**config.mk**
```make
export PLATFORM = sky130hd
export DESIGN_NAME = m4m_cell
export DESIGN_NICKNAME = d
export VERILOG_FILES = /design/src/design/m4m_pkg.sv /design/src/design/m4m_cell.sv
export SDC_FILE = /design/constraint.sdc
export NUM_CORES = 2
export LEC_CHECK = 0
export BUFFER_PORTS_ARGS = -buffer_cell sky130_fd_sc_hd__buf_2
export CAP_MARGIN = 10
export CORE_UTILIZATION = 50
export CTS_CLUSTER_SIZE = 12
export DETAILED_ROUTE_END_ITERATION = 8
export PLACE_DENSITY_LB_ADDON = 0.2
export REMOVE_ABC_BUFFERS = 1
export SYNTH_ARGS = -nofsm -noshare
export SYNTH_HDL_FRONTEND = slang
export SYNTH_SLANG_ARGS = --single-unit
```
**constraint.sdc**
```tcl
create_clock -name clk_i -period 10.54 [get_ports clk_i]
set_clock_uncertainty 0.1 [all_clocks]
set_input_delay 0.527 -clock clk_i [delete_from_list [all_inputs] [get_ports clk_i]]
set_output_delay 0.527 -clock clk_i [all_outputs]
set_load 0.1 [all_outputs]
```
**src/design/m4m_pkg.sv**
```systemverilog
`default_nettype none
package m4m_pkg;

  localparam int unsigned ElemW = 32;
  localparam int unsigned ProdW = 2 * ElemW;
  localparam int unsigned PosW  = 4;

  typedef logic signed [ElemW-1:0] elem_t;
  typedef logic signed [ProdW-1:0] prod_t;
  typedef logic [PosW-1:0]         pos_t;

  localparam elem_t ElemMax = elem_t'(32'sh7FFF_FFFF);
  localparam elem_t ElemMin = elem_t'(32'sh8000_0000);

endpackage
`default_nettype wire

```
**src/design/m4m_cell.sv**
```systemverilog
`default_nettype none
// One tap of the dot-product chain: holds column CELL_IDX of A and row
// CELL_IDX of B, adds its product into the running sum in two stages.
module m4m_cell import m4m_pkg::*; #(
  parameter int unsigned DIM      = 4,
  parameter int unsigned CELL_IDX = 0,
  parameter int unsigned SUM_W    = 66,
  parameter int unsigned IDX_W    = 2,
  parameter int unsigned CNT_W    = 4
) (
  input  wire                          clk_i,
  input  wire                          rst_ni,
  // load bus
  input  wire                          ld_we_i,
  input  wire        [IDX_W-1:0]       ld_row_i,
  input  wire        [IDX_W-1:0]       ld_col_i,
  input  elem_t                        ld_a_i,
  input  elem_t                        ld_b_i,
  // chain in
  input  wire                          valid_i,
  input  wire        [IDX_W-1:0]       row_i,
  input  wire        [IDX_W-1:0]       col_i,
  input  wire        [CNT_W-1:0]       pos_i,
  input  wire signed [SUM_W-1:0]       sum_i,
  // chain out
  output logic                         valid_o,
  output logic       [IDX_W-1:0]       row_o,
  output logic       [IDX_W-1:0]       col_o,
  output logic       [CNT_W-1:0]       pos_o,
  output logic signed [SUM_W-1:0]      sum_o
);

  elem_t a_q [DIM];
  elem_t b_q [DIM];

  logic                    v1_q;
  logic [IDX_W-1:0]        row1_q, col1_q;
  logic [CNT_W-1:0]        pos1_q;
  logic signed [SUM_W-1:0] sum1_q;
  prod_t                   prod1_q;

  always_ff @(posedge clk_i) begin
    if (ld_we_i && (ld_col_i == IDX_W'(CELL_IDX))) begin
      a_q[ld_row_i] <= ld_a_i;
    end
    if (ld_we_i && (ld_row_i == IDX_W'(CELL_IDX))) begin
      b_q[ld_col_i] <= ld_b_i;
    end
  end

  always_ff @(posedge clk_i or negedge rst_ni) begin
    if (!rst_ni) begin
      v1_q    <= 1'b0;
      valid_o <= 1'b0;
    end else begin
      v1_q    <= valid_i;
      valid_o <= v1_q;
    end
  end

  // stage 1: multiply; stage 2: accumulate
  always_ff @(posedge clk_i) begin
    row1_q  <= row_i;
    col1_q  <= col_i;
    pos1_q  <= pos_i;
    sum1_q  <= sum_i;
    prod1_q <= prod_t'(a_q[row_i]) * prod_t'(b_q[col_i]);
    row_o   <= row1_q;
    col_o   <= col1_q;
    pos_o   <= pos1_q;
    sum_o   <= sum1_q + SUM_W'(prod1_q);
  end

endmodule
`default_nettype wire

```
## Word level (Yosys, flattened, before mapping)

Memories as Yosys holds them, arrays and structs flattened.
Index checks and enable logic that the tools add are counted.

- Output and inout port bits: 75
- Bits of input ports: 146
- Flip-flop bits (word level): 214
- RAM bits: 256
- Word-level logic and storage cells: 23
- Memories: 2
- ROM bits: 0
- Latch bits: 0

- Equality and inequality tests: 0
- Shifts and indexed selects: 0
- Divide/modulo/power cells: 0
- Reduce and logical (&&, ||, !) cells: 4
- Bitwise gates (word level): 0
- Multipliers: 1
- Add/subtract/negate cells: 1
- Magnitude comparators: 0
- Mux-type cells: 4

Memory list:

| name | words | width | rd ports | clocked after memory_dff | write ports | line | RTL |
|---|---|---|---|---|---|---|---|
| a_q | 4 | 32 | 1 | 0 | 1 | m4m_cell.sv:33 | `elem_t a_q [DIM];` |
| b_q | 4 | 32 | 1 | 0 | 1 | m4m_cell.sv:34 | `elem_t b_q [DIM];` |

Operator list:

| cell | number |
|---|---|
| 66-bit by 64-bit adder with 66-bit output | 1 |
| 32-bit by 32-bit multiplier with 64-bit output | 1 |
| 2-bit zero test | 2 |
| 1-bit 2-to-1 mux | 4 |
| 1-bit logical AND | 2 |

## Logic depth before layout (Yosys ltp)

- Depth after elaboration: 4
- Depth in mapped cells: 35
- Depth with buffers taken out: 30

## Worst setup path before layout

OpenSTA, ideal clock, no wires.

- Path kind: input to register
- From: input port col_i[0]
- To: register prod1_q[62]
- Setup time: 0.072 ns
- Data arrival time: 8.996 ns
- Path slack: 1.372 ns
- Stages: 30
- Path buffers: 5
- Required time: 10.368 ns
- Cells stage by stage: buf_2 -> buf_1 -> clkbuf_1 -> mux2i_1 -> nand2_1 -> o21ai_1 -> clkbuf_1 -> nor2_1 -> ha_1 -> fa_1 -> fa_1 -> fa_1 -> inv_1 -> fa_1 -> inv_1 -> fa_1 -> inv_1 -> fa_1 -> inv_1 -> fa_1 -> ha_1 -> clkbuf_1 -> a21o_1 -> a21oi_1 -> o21ai_0 -> nand2_1 -> o21ai_0 -> a211o_1 -> a311oi_1 -> xnor2_1

- Longest elaborated chain between the ends: 2

RTL lines:

| what | line | RTL |
|---|---|---|
| from (decl) | m4m_cell.sv:22 | `input wire [IDX_W-1:0] col_i,` |
| memory read 4 x 32 bit | -- |  |
| 32-bit by 32-bit multiplier with 64-bit output | m4m_cell.sv:67 | `prod1_q <= prod_t'(a_q[row_i]) * prod_t'(b_q[col_i]);` |
| to (signal assigned) | m4m_cell.sv:67 |  |
| to (decl) | m4m_cell.sv:40 | `prod_t prod1_q;` |

No other way between the ends.

## Final worst setup path

- From: input port col_i[0]
- To: register prod1_q[61]

The elaborated chain is that of the path after synthesis.

==> flow_metrics.env <==
export IMPL_synth_cell_types=77
export IMPL_clock_tree_htree_level_count=2
export IMPL_yosysSeqAreaShare_pct=22.6
export IMPL_root_buffer_selected_by_cts="sky130_fd_sc_hd__clkbuf_16"
export IMPL_cts_tree="yes"
export IMPL_buffer_ports_inserted=220
export IMPL_arrival_ns=9.74
export IMPL_tns_ns=0
export IMPL_synth_yosys_warnings=0
export IMPL_grt_pass1_wl_mm=237
export IMPL_mostFrequentLayoutCell="sky130_fd_sc_hd__fa_1"
export IMPL_fp_coreArea_um2=105000
export IMPL_post_route_period_util_pct=88.0
export IMPL_synth_area_leaders="sky130_fd_sc_hd__fa_1, sky130_fd_sc_hd__edfxtp_1, sky130_fd_sc_hd__dfxtp_1, sky130_fd_sc_hd__inv_1, sky130_fd_sc_hd__ha_1"
export IMPL_final_nets=7029
export IMPL_hp_class="input port to flip-flop"
export IMPL_cp_data_required_time_ns=11.00
export IMPL_crit_path_launch_type="input port"
export IMPL_rsz0062_at_grt="no"
export IMPL_avgSynthCellArea_um2=10.2
export IMPL_synthArstFlopShare_pct=0.426
export IMPL_routed_via_count=37438
export IMPL_final_max_slew_violation_count=0
export IMPL_cts_buffer_depth=3
export IMPL_starting_density_of_the_core_pct=50.4
export IMPL_grt_antenna_before_repair=2
export IMPL_finalSetupViolations=0
export IMPL_yosysTopAreaCell="sky130_fd_sc_hd__fa_1"
export IMPL_worstSetupEndpointType="flip-flop"
export IMPL_outcome="completed"
export IMPL_insertion_delay_ns=0.68
export IMPL_via_count_of_the_first_global_routing_pass=39158
export IMPL_die_width_um=328
export IMPL_cts_sinks=470
export IMPL_detail_route_antenna_nets=0
export IMPL_total_cts_buffers=52
export IMPL_critical_path_top_delay_family="adder cells"
export IMPL_fp_dieH_um=328
export IMPL_max_cap_violations=0
export IMPL_grt_max_degree=34
export IMPL_gpl_final_weighted_congestion=0.980
export IMPL_slew_headroom_pct=15.2
export IMPL_io_pins=221
export IMPL_synth_edf_count=256
export IMPL_routed_wl_mm=154
export IMPL_dp_hpwl_mm=123
export IMPL_maxClockFrequency_ghz=0.108
export IMPL_post_cts_setup_buffer_count=0
export IMPL_most_used_cells_in_the_layout_excluding_fill_and_tap_cells="sky130_fd_sc_hd__fa_1, sky130_fd_sc_hd__inv_1, sky130_fd_sc_hd__nand2_1, sky130_fd_sc_hd__nor2_1, sky130_fd_sc_hd__edfxtp_1"
export IMPL_drcViolationCount=0
export IMPL_worst_setup_path_type="input port to flip-flop"
export IMPL_netlist_area_leader_share_pct=40.9
export IMPL_grt_ovfl_total=0
export IMPL_critical_path_n_buffers_inverters=4
export IMPL_timing_final_crit_period_ns=9.28
export IMPL_synth_cells=5222
export IMPL_synth_flop_cell="sky130_fd_sc_hd__edfxtp_1"
export IMPL_layout_drive_gt1_share_pct=9.80
export IMPL_mappedNetlistArea_um2=53000
export IMPL_tightestPinTransition_ns=1.26
export IMPL_cpPeakStageDelay_ns=0.97
export IMPL_timing_critical_path_slowest_stage_cell="sky130_fd_sc_hd__o21ai_1"
export IMPL_crit_top_cell="sky130_fd_sc_hd__fa_1"
export IMPL_grt_total_usage_pct=29.4
export IMPL_area_growth_synth_to_final_pct=11.8
export IMPL_first_pass_iters=5
export IMPL_core_rowCount=119
export IMPL_floorplan_die_area_um2=107000
export IMPL_finalHoldViolations=0
export IMPL_clk_pin_slew_ns=0.06
export IMPL_route_detailed_vias_per_inst=5.36
export IMPL_synth_seq_cells=470
export IMPL_drt_iter0_markers=3274
export IMPL_critPathMaxFanout=17
export IMPL_routed_wire_per_std_cell_um=22.0
[what timing repair did]
| item | CTS | global route |
|---|---|---|
| hold buffers | 135 | 0 |
| endpoints found under the hold margin | 320 | 0 |
| resized for setup | 0 | 0 |
[layout make-up]
| class | count | area, um^2 |
|---|---|---|
| flip-flops and latches | 470 | 12000 |
| inverters | 1040 | 3900 |
| repair buffers | 498 | 3530 |
| multi-input cells | 3489 | 36400 |
| diodes | 1 | 2.50 |
| clock inverters | 20 | 267 |
| well taps | 1391 | 1740 |
| clock buffers | 72 | 1450 |
| fillers | 9130 | 46000 |
[registers in the layout, indices dropped and copies added (netlist names)]
signal,count
col_o,2
prod1_q,64
row1_q,2
col1_q,2
valid_o,1
pos1_q,4
row_o,2
pos_o,4
b_q,128
sum_o,66
v1_q,1
sum1_q,66
a_q,128
[worst reg2reg max path, stage by stage (launching register included)]
cell and delay [ns]:
sky130_fd_sc_hd__edfxtp_1 0.36, sky130_fd_sc_hd__mux2_2 0.29, sky130_fd_sc_hd__o21ai_1 0.97, sky130_fd_sc_hd__buf_4 0.36
sky130_fd_sc_hd__nor2_1 0.10, sky130_fd_sc_hd__fa_1 0.55, sky130_fd_sc_hd__inv_1 0.08, sky130_fd_sc_hd__fa_1 0.54
sky130_fd_sc_hd__inv_1 0.05, sky130_fd_sc_hd__fa_1 0.50, sky130_fd_sc_hd__fa_1 0.57, sky130_fd_sc_hd__fa_1 0.49
sky130_fd_sc_hd__fa_1 0.54, sky130_fd_sc_hd__fa_1 0.44, sky130_fd_sc_hd__fa_1 0.56, sky130_fd_sc_hd__ha_1 0.41
sky130_fd_sc_hd__a21oi_1 0.22, sky130_fd_sc_hd__o21bai_1 0.09, sky130_fd_sc_hd__a21oi_1 0.23, sky130_fd_sc_hd__nor2_1 0.07
sky130_fd_sc_hd__a211oi_1 0.25, sky130_fd_sc_hd__o31ai_1 0.20, sky130_fd_sc_hd__a221oi_2 0.45, sky130_fd_sc_hd__nor2_1 0.15
sky130_fd_sc_hd__o41ai_1 0.33, sky130_fd_sc_hd__xnor2_1 0.17
[worst paths after layout]
path	start	to	slack [ns]	depth (start not counted)
worst min register to register	pos1_q[3]	pos_o[3]	0.22	0
max in group asynchronous	rst_ni	valid_o	10.14	2
min in group asynchronous	rst_ni	v1_q	0.10	2
worst min-delay path	ld_a_i[15]	a_q[3][15]	0.03	1
worst max register to register	b_q[1][18]	prod1_q[61]	1.37	25
worst max-delay path	col_i[0]	prod1_q[61]	1.26	26
[per-stage QoR]
stage / std cells / util (%) / setup slack [ns] / cell area [um^2] / hold WS [ns]
2_1_floorplan: 4999 / - / 1.65 / 52200 / 0.131
3_3_place_gp: 6753 / 53.4 / 0.750 / 56200 / 0.210
3_5_place_dp: 6753 / 53.4 / 0.721 / 56200 / 0.212
4_1_cts: 6980 / 56.3 / 1.38 / 59200 / 0.00730
5_1_grt: 6980 / 56.3 / 0.899 / 59200 / 0.00480
6_report: 6981 / 56.3 / 1.26 / 59300 / 0.0331
[logic make-up (layout without fill, tap and decap cells)]
logic type	count (synthesis)	after routing	synth area share, %
and+or+nand+nor	1406	1406	10.7
adders and majority gates	1332	1332	46.8
buffers and inverters	1263	1630	8.94
AOI/OAI and AO/OA	505	505	6.25
DFF	470	470	22.6
xor gates and xnor gates	124	124	2.05
muxes	122	122	2.65
other	0	1	0
[per-layer routing]
metal	vias to the layer above	part of all wire, %	global-route usage, %
met2	1739	43	44.3
met5	-	0.013	0
met1	18851	43	41.6
met4	2	3.2	8.91
met3	239	11	8.11
li1	16607	-	-
[Yosys cell counts, drive strengths merged, types with 5 or more instances]
| cell type | instances |
|---|---|
| fa | 1083 |
| inv | 1040 |
| nand2 | 634 |
| nor2 | 595 |
| edfxtp | 256 |
| ha | 249 |
| dfxtp | 212 |
| clkbuf | 207 |
| a21oi | 127 |
| o21ai | 117 |
| xnor2 | 82 |
| a21o | 70 |
| o21a | 70 |
| mux2i | 58 |
| mux2 | 55 |
| xor2 | 42 |
| and2 | 35 |
| nor3 | 27 |
| nand3 | 24 |
| nand4 | 20 |
| o21bai | 18 |
| a31oi | 16 |
| buf | 16 |
| and3 | 15 |
| a211oi | 12 |
| nor2b | 12 |
| nand2b | 11 |
| or2 | 10 |
| mux4 | 9 |
| o31ai | 9 |
| a221oi | 8 |
| a21boi | 7 |
| o211ai | 7 |
| a211o | 5 |
| or3 | 5 |
Power is not shown: default switching activity piles up to over one toggle a cycle in this logic, so the estimate is an artifact.
