**config.mk**
```make
export PLATFORM = sky130hd
export DESIGN_NAME = m4m_round
export DESIGN_NICKNAME = d
export VERILOG_FILES = /design/src/design/m4m_pkg.sv /design/src/design/m4m_round.sv
export SDC_FILE = /design/constraint.sdc
export NUM_CORES = 1
export LEC_CHECK = 0
export BUFFER_PORTS_ARGS = -buffer_cell sky130_fd_sc_hd__buf_4
export CAP_MARGIN = 15
export CORE_MARGIN = 3
export CORE_UTILIZATION = 32
export CTS_CLUSTER_DIAMETER = 100
export DETAILED_ROUTE_END_ITERATION = 8
export GPL_ROUTABILITY_DRIVEN = 0
export PLACE_DENSITY_LB_ADDON = 0.2
export SETUP_SLACK_MARGIN = 0.02
export SYNTH_ARGS = -nofsm -noshare
export SYNTH_HDL_FRONTEND = slang
export SYNTH_SLANG_ARGS = --single-unit
```
**constraint.sdc**
```tcl
create_clock -name clk_i -period 0.8 [get_ports clk_i]
set_input_delay 0.04 -clock clk_i [delete_from_list [all_inputs] [get_ports clk_i]]
set_output_delay 0.04 -clock clk_i [all_outputs]
set_load 0.1 [all_outputs]
```
**src/design/m4m_pkg.sv**
```systemverilog
`default_nettype none
package m4m_pkg;

  localparam int unsigned ElemW = 32;
  localparam int unsigned ProdW = 2 * ElemW;
  localparam int unsigned PosW  = 4;

  typedef logic signed [ElemW-1:0] elem_t;
  typedef logic signed [ProdW-1:0] prod_t;
  typedef logic [PosW-1:0]         pos_t;

  localparam elem_t ElemMax = elem_t'(32'sh7FFF_FFFF);
  localparam elem_t ElemMin = elem_t'(32'sh8000_0000);

endpackage
`default_nettype wire

```
**src/design/m4m_round.sv**
```systemverilog
`default_nettype none
// Floor shift by FRAC_BITS, saturate to 32 bits, register the result.
module m4m_round import m4m_pkg::*; #(
  parameter int unsigned DIM       = 4,
  parameter int unsigned FRAC_BITS = 16,
  parameter int unsigned SUM_W     = 66,
  parameter int unsigned CNT_W     = 4
) (
  input  wire                     clk_i,
  input  wire                     rst_ni,
  input  wire                     valid_i,
  input  wire       [CNT_W-1:0]   pos_i,
  input  wire signed [SUM_W-1:0]  sum_i,
  output logic                    valid_o,
  output elem_t                   c_elem_o,
  output pos_t                    position_o,
  output logic                    last_o
);

  localparam int unsigned Cells = DIM * DIM;

  logic signed [SUM_W-1:0] shifted;
  logic [SUM_W-ElemW:0]    upper;
  elem_t                   sat;

  always_comb begin
    shifted = sum_i >>> FRAC_BITS;
    upper   = shifted[SUM_W-1:ElemW-1];
    if (upper == '0 || upper == '1) begin
      sat = shifted[ElemW-1:0];
    end else if (shifted[SUM_W-1]) begin
      sat = ElemMin;
    end else begin
      sat = ElemMax;
    end
  end

  always_ff @(posedge clk_i or negedge rst_ni) begin
    if (!rst_ni) begin
      valid_o <= 1'b0;
    end else begin
      valid_o <= valid_i;
    end
  end

  always_ff @(posedge clk_i) begin
    c_elem_o   <= sat;
    position_o <= PosW'(pos_i);
    last_o     <= (pos_i == CNT_W'(Cells - 1));
  end

endmodule
`default_nettype wire
```
Word-level counts from Yosys, hierarchy flattened

Cells that the tools add are included.

Register bits: 38
Bits of input ports: 73
Output and inout bits: 38

Eq/ne operators: 2
Multiplexer cells: 2
Reductions and logical operators: 2

Operators with widths:

| operator                              | count |
|---|---|
| 32-bit 2-to-1 mux                     | 2 |
| 35-bit == test, second input constant | 1 |
| 35-bit zero test                      | 1 |
| 4-bit == test, second input constant  | 1 |
| 1-bit logical OR                      | 1 |

Depth between registers and ports, before layout

Gate-level depths: netlist (run 1).

Depth in word-level cells: 3
Depth in mapped cells: 5

Worst setup path after synthesis (run 1)

OpenSTA, ideal clock, no wires.

Kind: input-to-reg
Start point: input port sum_i[49]
End point: register c_elem_o[10]
Library setup time: 114 ps
Arrival time: 1066 ps
Data required time: 686 ps
Slack: -379 ps
Cell stages on the path: 5
Path through: or4_4 nor2_4 a21oi_2 buf_6 a21o_1

Cells in the longest elaborated chain, start to end: 3
Elaborated cells on any way between the ends: 4
Those cells by class: eq/ne: 1; mux: 1; reduce/logical: 2

Ends and longest elaborated chain:

| what                                                      | RTL line        | text |
|---|---|---|
| start, declared                                           | m4m_round.sv:13 | `input wire signed [SUM_W-1:0] sum_i,` |
| 35-bit == test / 35-bit zero test (equally long branches) | m4m_round.sv:29 | `if (upper == '0 \|\| upper == '1) begin` |
| 1-bit logical OR (*)                                      | m4m_round.sv:29 |  |
| 32-bit 2-to-1 mux (*)                                     | m4m_round.sv:29 |  |
| named net sat[10]                                         | m4m_round.sv:24 | `elem_t sat;` |
| end signal, assigned                                      | m4m_round.sv:47 | `c_elem_o <= sat;` |
| end, declared                                             | m4m_round.sv:15 | `output elem_t c_elem_o,` |

Mark *: on every way through the listed nets, which the timed path passes. The rest lies on a longest branch.

Worst setup path after layout (run 1)

Start point: input port sum_i[57]
End point: register c_elem_o[6]

Same word-level chain as after synthesis.

==> metrics.txt, run 1 <==
Finished Core Util=87.4%; die area=4560 um2; LEAKAGE=1.50 nW; Synth area leaders=dfxtp_1, a21o_1, buf_8, buf_6, dfrtp_1; Setup TNS=-10150 ps; Starting Density=34.7%; Reg clk slew, reported paths=70 ps; Longest Clk Path Bufs=2; DRC Markers=0; Global Route Usage Sum=23.3%; CTS tree=built; Cell Area, Synth=1210 um2; Num CTS Buffers=5; area leader, netlist=dfxtp_1; first-pass GRT wire length=7520 um; Yosys cell types=16; DP HPWL=2300 um; gr ovfl total=0; nets=306; vias in the first global route=1446; Crit. End Element=register; final hold viol count=0; Critical Path Start=sum_i[57]; status=finished, violations left; fin crit period=1100 ps; Area growth syn-to-layout=152%; Die Wd=67.6 um; synth warn=0; crit start category=primary input; Max Freq=908 MHz; top-area cell type share of the netlist area=61.1%; Hold Path Class=in2async; worst slew pin tran=457 ps; slowest CP cell=or4_4; CP Class=in2reg; syn_area_per_cell=13.2 um2; CP arrival=1270 ps; antenna violations before repair=0; # rows=21; CTS Sinks=38; DR vias/cell=4.84; Routed WL per cell=18.4 um; VDD IR max=1.06 mV; Top Family by Delay on Critical Path=simple AND/OR/NAND/NOR gates; worst rel slew slack=69.3%; post-route setup slack=-301 ps; RSZ-0062 raised after global routing=true; Initial DRT Pass Iterations=4; syn_nets=165; failing checks=negative setup slack; Pins Over Slew Limit=0; layout cells sized above 1=66.2%; critical path peak fanout=15; clk root buf=clkbuf_8; worst hold margin=86.4 ps; period utilization=138%; Synth Register Bits=38; post-route ant nets=0; via count=1354; cell count after synthesis=92; crit path cell chain=buf_6, or4_4, nor2_4, a21oi_4, buf_12, a21o_1; Seq/Total Area, Yosys=63.2%; H-tree levels=2; Die H=67.6 um; Max Cap Viol=0; Req. time, crit path=970 ps; Post-Route WL=5150 um; CP bufs+invs=2; Starting DRT DRC Count=46; CP peak stage delay=530 ps; # diodes=0; port buffer count=94; Core Region=3490 um2; P per Cell Area=1680 nW/um2; pin count of the biggest net entering global routing=16; I/O pins=111; final setup fails=69
how the worst max path moves through the flow:
stage,end,slack [ps],depth (start not counted)
2_1_floorplan,c_elem_o[10],-380,5
3_3_place_gp,c_elem_o[0],-590,5
3_5_place_dp,c_elem_o[0],-620,5
4_1_cts,c_elem_o[28],-270,6
5_1_grt,c_elem_o[6],-320,6
6_report,c_elem_o[6],-300,6
Yosys cell counts:
master,instances
a21o_1,30
dfrtp_1,1
buf_8,3
a21o_2,1
or4_4,2
dfxtp_1,37
clkbuf_1,1
and3_1,2
nand4_1,4
and4_1,1
a22o_4,1
buf_6,3
nor2_4,1
nor4_1,3
nor3_1,1
a21oi_2,1
where the power goes:
| group | leakage [nW] | internal, mW | total, mW | switching, mW |
|---|---|---|---|---|
| combinational | 1.13 | 0.758 | 1.71 | 0.953 |
| clock | 0.0482 | 0.695 | 1.33 | 0.634 |
| sequential | 0.323 | 2.02 | 2.10 | 0.0871 |
layer usage:
layer  share of wire (%)  wire length [um]  vias to the layer above  GRT usage (%)
met2                  53              2710                       80           41.7
met1                  37              1900                      639           25.4
li1                    -                 -                      623              -
met5                   0                 0                        -              0
met3                 7.8               403                       12           6.16
met4                 2.5               130                        0           10.4
sequential cells by signal, summed over array words and instances (netlist names):
register	flops
c_elem_o	32
valid_o	1
last_o	1
position_o	4
layout by cell type (no fill, tap or decap):
cell	count
dlygate4sd3_1	38
buf_4	54
dfxtp_2	36
clkbuf_1	1
nor3_1	1
nand4_1	4
and3_4	1
clkinv_2	1
dfxtp_1	1
dfrtp_2	1
a21o_2	1
buf_12	38
nor4_4	1
a22o_4	4
and4_1	1
nor2_4	1
clkbuf_8	6
clkbuf_16	1
and3_1	1
buf_6	7
a21oi_4	1
a21o_1	30
nor4_1	2
or4_4	2
through the flow:
step                      power, mW  area, um2  setup WS [ps]  cells
after floorplan                2.91       1220           -379     92
after global placement         3.30       1930           -595    227
after detailed placement       3.31       1930           -623    227
after CTS                      5.10       3020           -271    278
after global routing           5.31       3060           -316    280
final                          5.14       3060           -301    280
layout make-up:
| cell class | count | area [um2] |
|---|---|---|
| fillers | 140 | 439 |
| clock buffers | 7 | 86.3 |
| well taps | 46 | 57.6 |
| clock inverters | 1 | 5.00 |
| repair buffers | 138 | 1650 |
| flip-flops and latches | 38 | 812 |
| multi-input cells | 50 | 444 |
logic make-up after synthesis:
family          count (synthesis)  synth area share [%]
compound gates                 33                  21.5
buf+inv                         7                  6.81
flops                          38                  63.2
simple gates                   14                  8.56
repair_timing:
action                                 in CTS  in global routing
endpoints found under the hold margin      38                  0
setup endpoints to repair                  69                 69
gates resized for setup                   149                  7
cloned                                      4                  1
pin swaps                                   9                 14
buffers inserted                            1                  1
hold buffers                               38                  0
No activity file was read; power rests on OpenSTA's default activity.
==> run 2: changes to the inputs <==
CORE_UTILIZATION = 35   (was 32)
clock period = 1.3 ns   (was 0.8 ns; I/O delays follow)
==> run 2 against run 1 <==
  * The run now ends clean
  * Global-route usage down 4.5 points
  * Worst hold slack better by 110 ps
  * Setup slack better by 520 ps
  * Core utilization down 11 points
  * Non-clock buffer count down 3
  * Die area down 7.8%
  * Combinational power down 49%
  * Wire length down 27%
  * Critical path type unchanged
  * Critical endpoint is now c_elem_o[19]
  * Largest cell class unchanged
==> metrics.txt, run 2 (synthesis results as in run 1) <==
status=complete, no violations (was finished, violations left); CP bufs+invs=1 (was 2); Max Cap Viol=0 (unchanged); I/O pins=111 (unchanged); period utilization=83.1%; Die H=64.9 um (was 67.6 um); Cells after DPL=225 (was 227); Setup TNS=0 ps (was -10150 ps); Area growth syn-to-layout=100% (was 152%); CTS Sinks=38 (unchanged); Reg clk slew, reported paths=120 ps (was 70 ps); worst slew pin tran=335 ps (was 457 ps); post_cts resized=0 (was 149); DRC Markers=0 (unchanged); port buffer count=94 (unchanged); commonest cells after routing, fill and taps aside=buf_4, dlygate4sd3_1, dfxtp_1, a21o_1, clkbuf_4 (was buf_4, dlygate4sd3_1, buf_12, dfxtp_2, a21o_1); VDD IR max=0.855 mV (was 1.06 mV); Starting DRT DRC Count=60 (was 46); slowest CP cell=or4_4 (unchanged); # rows=20 (was 21); antenna violations before repair=0 (unchanged); layout cells sized above 1=48.2% (was 66.2%); Post-Route WL=3730 um (was 5150 um); Req. time, crit path=1590 ps (was 970 ps); P per Cell Area=1280 nW/um2 (was 1680 nW/um2); Longest Clk Path Bufs=2 (unchanged); Reg area=766 um2 (was 812 um2); Max Freq=925 MHz; LEAKAGE=1.27 nW (was 1.50 nW); Die Wd=64.9 um (was 67.6 um); Initial DRT Pass Iterations=4 (unchanged); DR vias/cell=4.47 (was 4.84); CP Class=in2reg (unchanged); clk root buf=clkbuf_4 (was clkbuf_8); vias in the first global route=1320 (was 1446); die area=4210 um2 (was 4560 um2); final setup fails=0 (was 69); post-route ant nets=0 (unchanged); fin crit period=1080 ps; Global Route Usage Sum=18.7% (was 23.3%); placed inst area=1930 um2 (unchanged); Filler cells=216 (was 140); CP peak stage delay=540 ps (was 530 ps); Top Family by Delay on Critical Path=simple AND/OR/NAND/NOR gates (unchanged); Pins Over Slew Limit=0 (unchanged); CP arrival=1370 ps (was 1270 ps); dpl ws=-125 ps (was -623 ps); crit path cell chain=buf_4, or4_4, nor2_4, a22o_4, a21o_1 (was buf_6, or4_4, nor2_4, a21oi_4, buf_12, a21o_1); critical path peak fanout=31 (was 15); number of flip-flops in the largest register=32 (unchanged); Num CTS Buffers=5 (unchanged); Hold Path Class=in2reg (was in2async); worst rel slew slack=77.4% (was 69.3%); Routed WL per cell=13.7 um (was 18.4 um); worst hold margin=200 ps (was 86.4 ps); Top reg by flops=c_elem_o (unchanged); Non-Filler Instances=272 (was 280); via count=1217 (was 1354); gr ovfl total=0 (unchanged); area of the multi-input gates=364 um2 (was 444 um2); # diodes=0 (unchanged); CTS tree=built (unchanged); Largest regs=c_elem_o: 32 flops, position_o: 4 flops (unchanged); Core Region=3180 um2 (was 3490 um2); Starting Density=38.1% (was 34.7%); nets=300 (was 306); RSZ-0062 raised after global routing=false (was true); H-tree levels=2 (unchanged); final hold viol count=0 (unchanged); commonest non-fill, non-tap cell in the layout=buf_4 (unchanged); first-pass GRT wire length=5870 um (was 7520 um); crit start category=primary input (unchanged); post-route cell area=2430 um2 (was 3060 um2); pin count of the biggest net entering global routing=32 (was 16); Crit. End Element=register (unchanged); post-route setup slack=219 ps (was -301 ps)
[run 2: cell type report]
class	count	share of cell area, %
timing repair buffer	135	46.8
multi-input combinational	47	15.0
clock buffer	5	1.55
sequential	38	31.5
tap	44	2.27
clock inverter	3	2.84
[run 2: worst paths after layout]
path	start	end	depth (start not counted)
hold / removal	sum_i[65]	c_elem_o[14]	4
setup / recovery	sum_i[49]	c_elem_o[19]	5
min in group asynchronous	rst_ni	valid_o	3
max in group asynchronous	rst_ni	valid_o	3
[run 2: worst min-delay path: stages]
cell and delay (ps):
buf_4 100, a21oi_2 60, buf_12 140, a21o_1 140
[run 2: metal layers]
layer	up-vias	GRT usage (%)	wire [um]
li1	598	-	-
met1	547	17.3	1320
met2	66	36.9	2030
met3	6	6.07	332
met4	0	7.39	56
met5	-	0	0
[run 2: report_power, final]
group	internal (mW)	total (mW)	leakage [nW]	switching, mW
Sequential	1.23	1.24	0.324	0.0167
Combinational	0.303	0.869	0.893	0.566
Clock	0.602	0.991	0.0554	0.389
[run 2: per-stage QoR]
stage          utilization [%]  power [mW]
5_1_grt                   76.4        3.22
4_1_cts                   76.4        3.12
6_report                  76.4        3.10
3_3_place_gp              60.7        2.03
2_1_floorplan                -        1.78
3_5_place_dp              60.7        2.04
[run 2: repair_timing]
action                    4_1_cts  5_1_grt
setup buffers                   0        0
hold endpoints to repair       39        0
hold buffers                   39        0
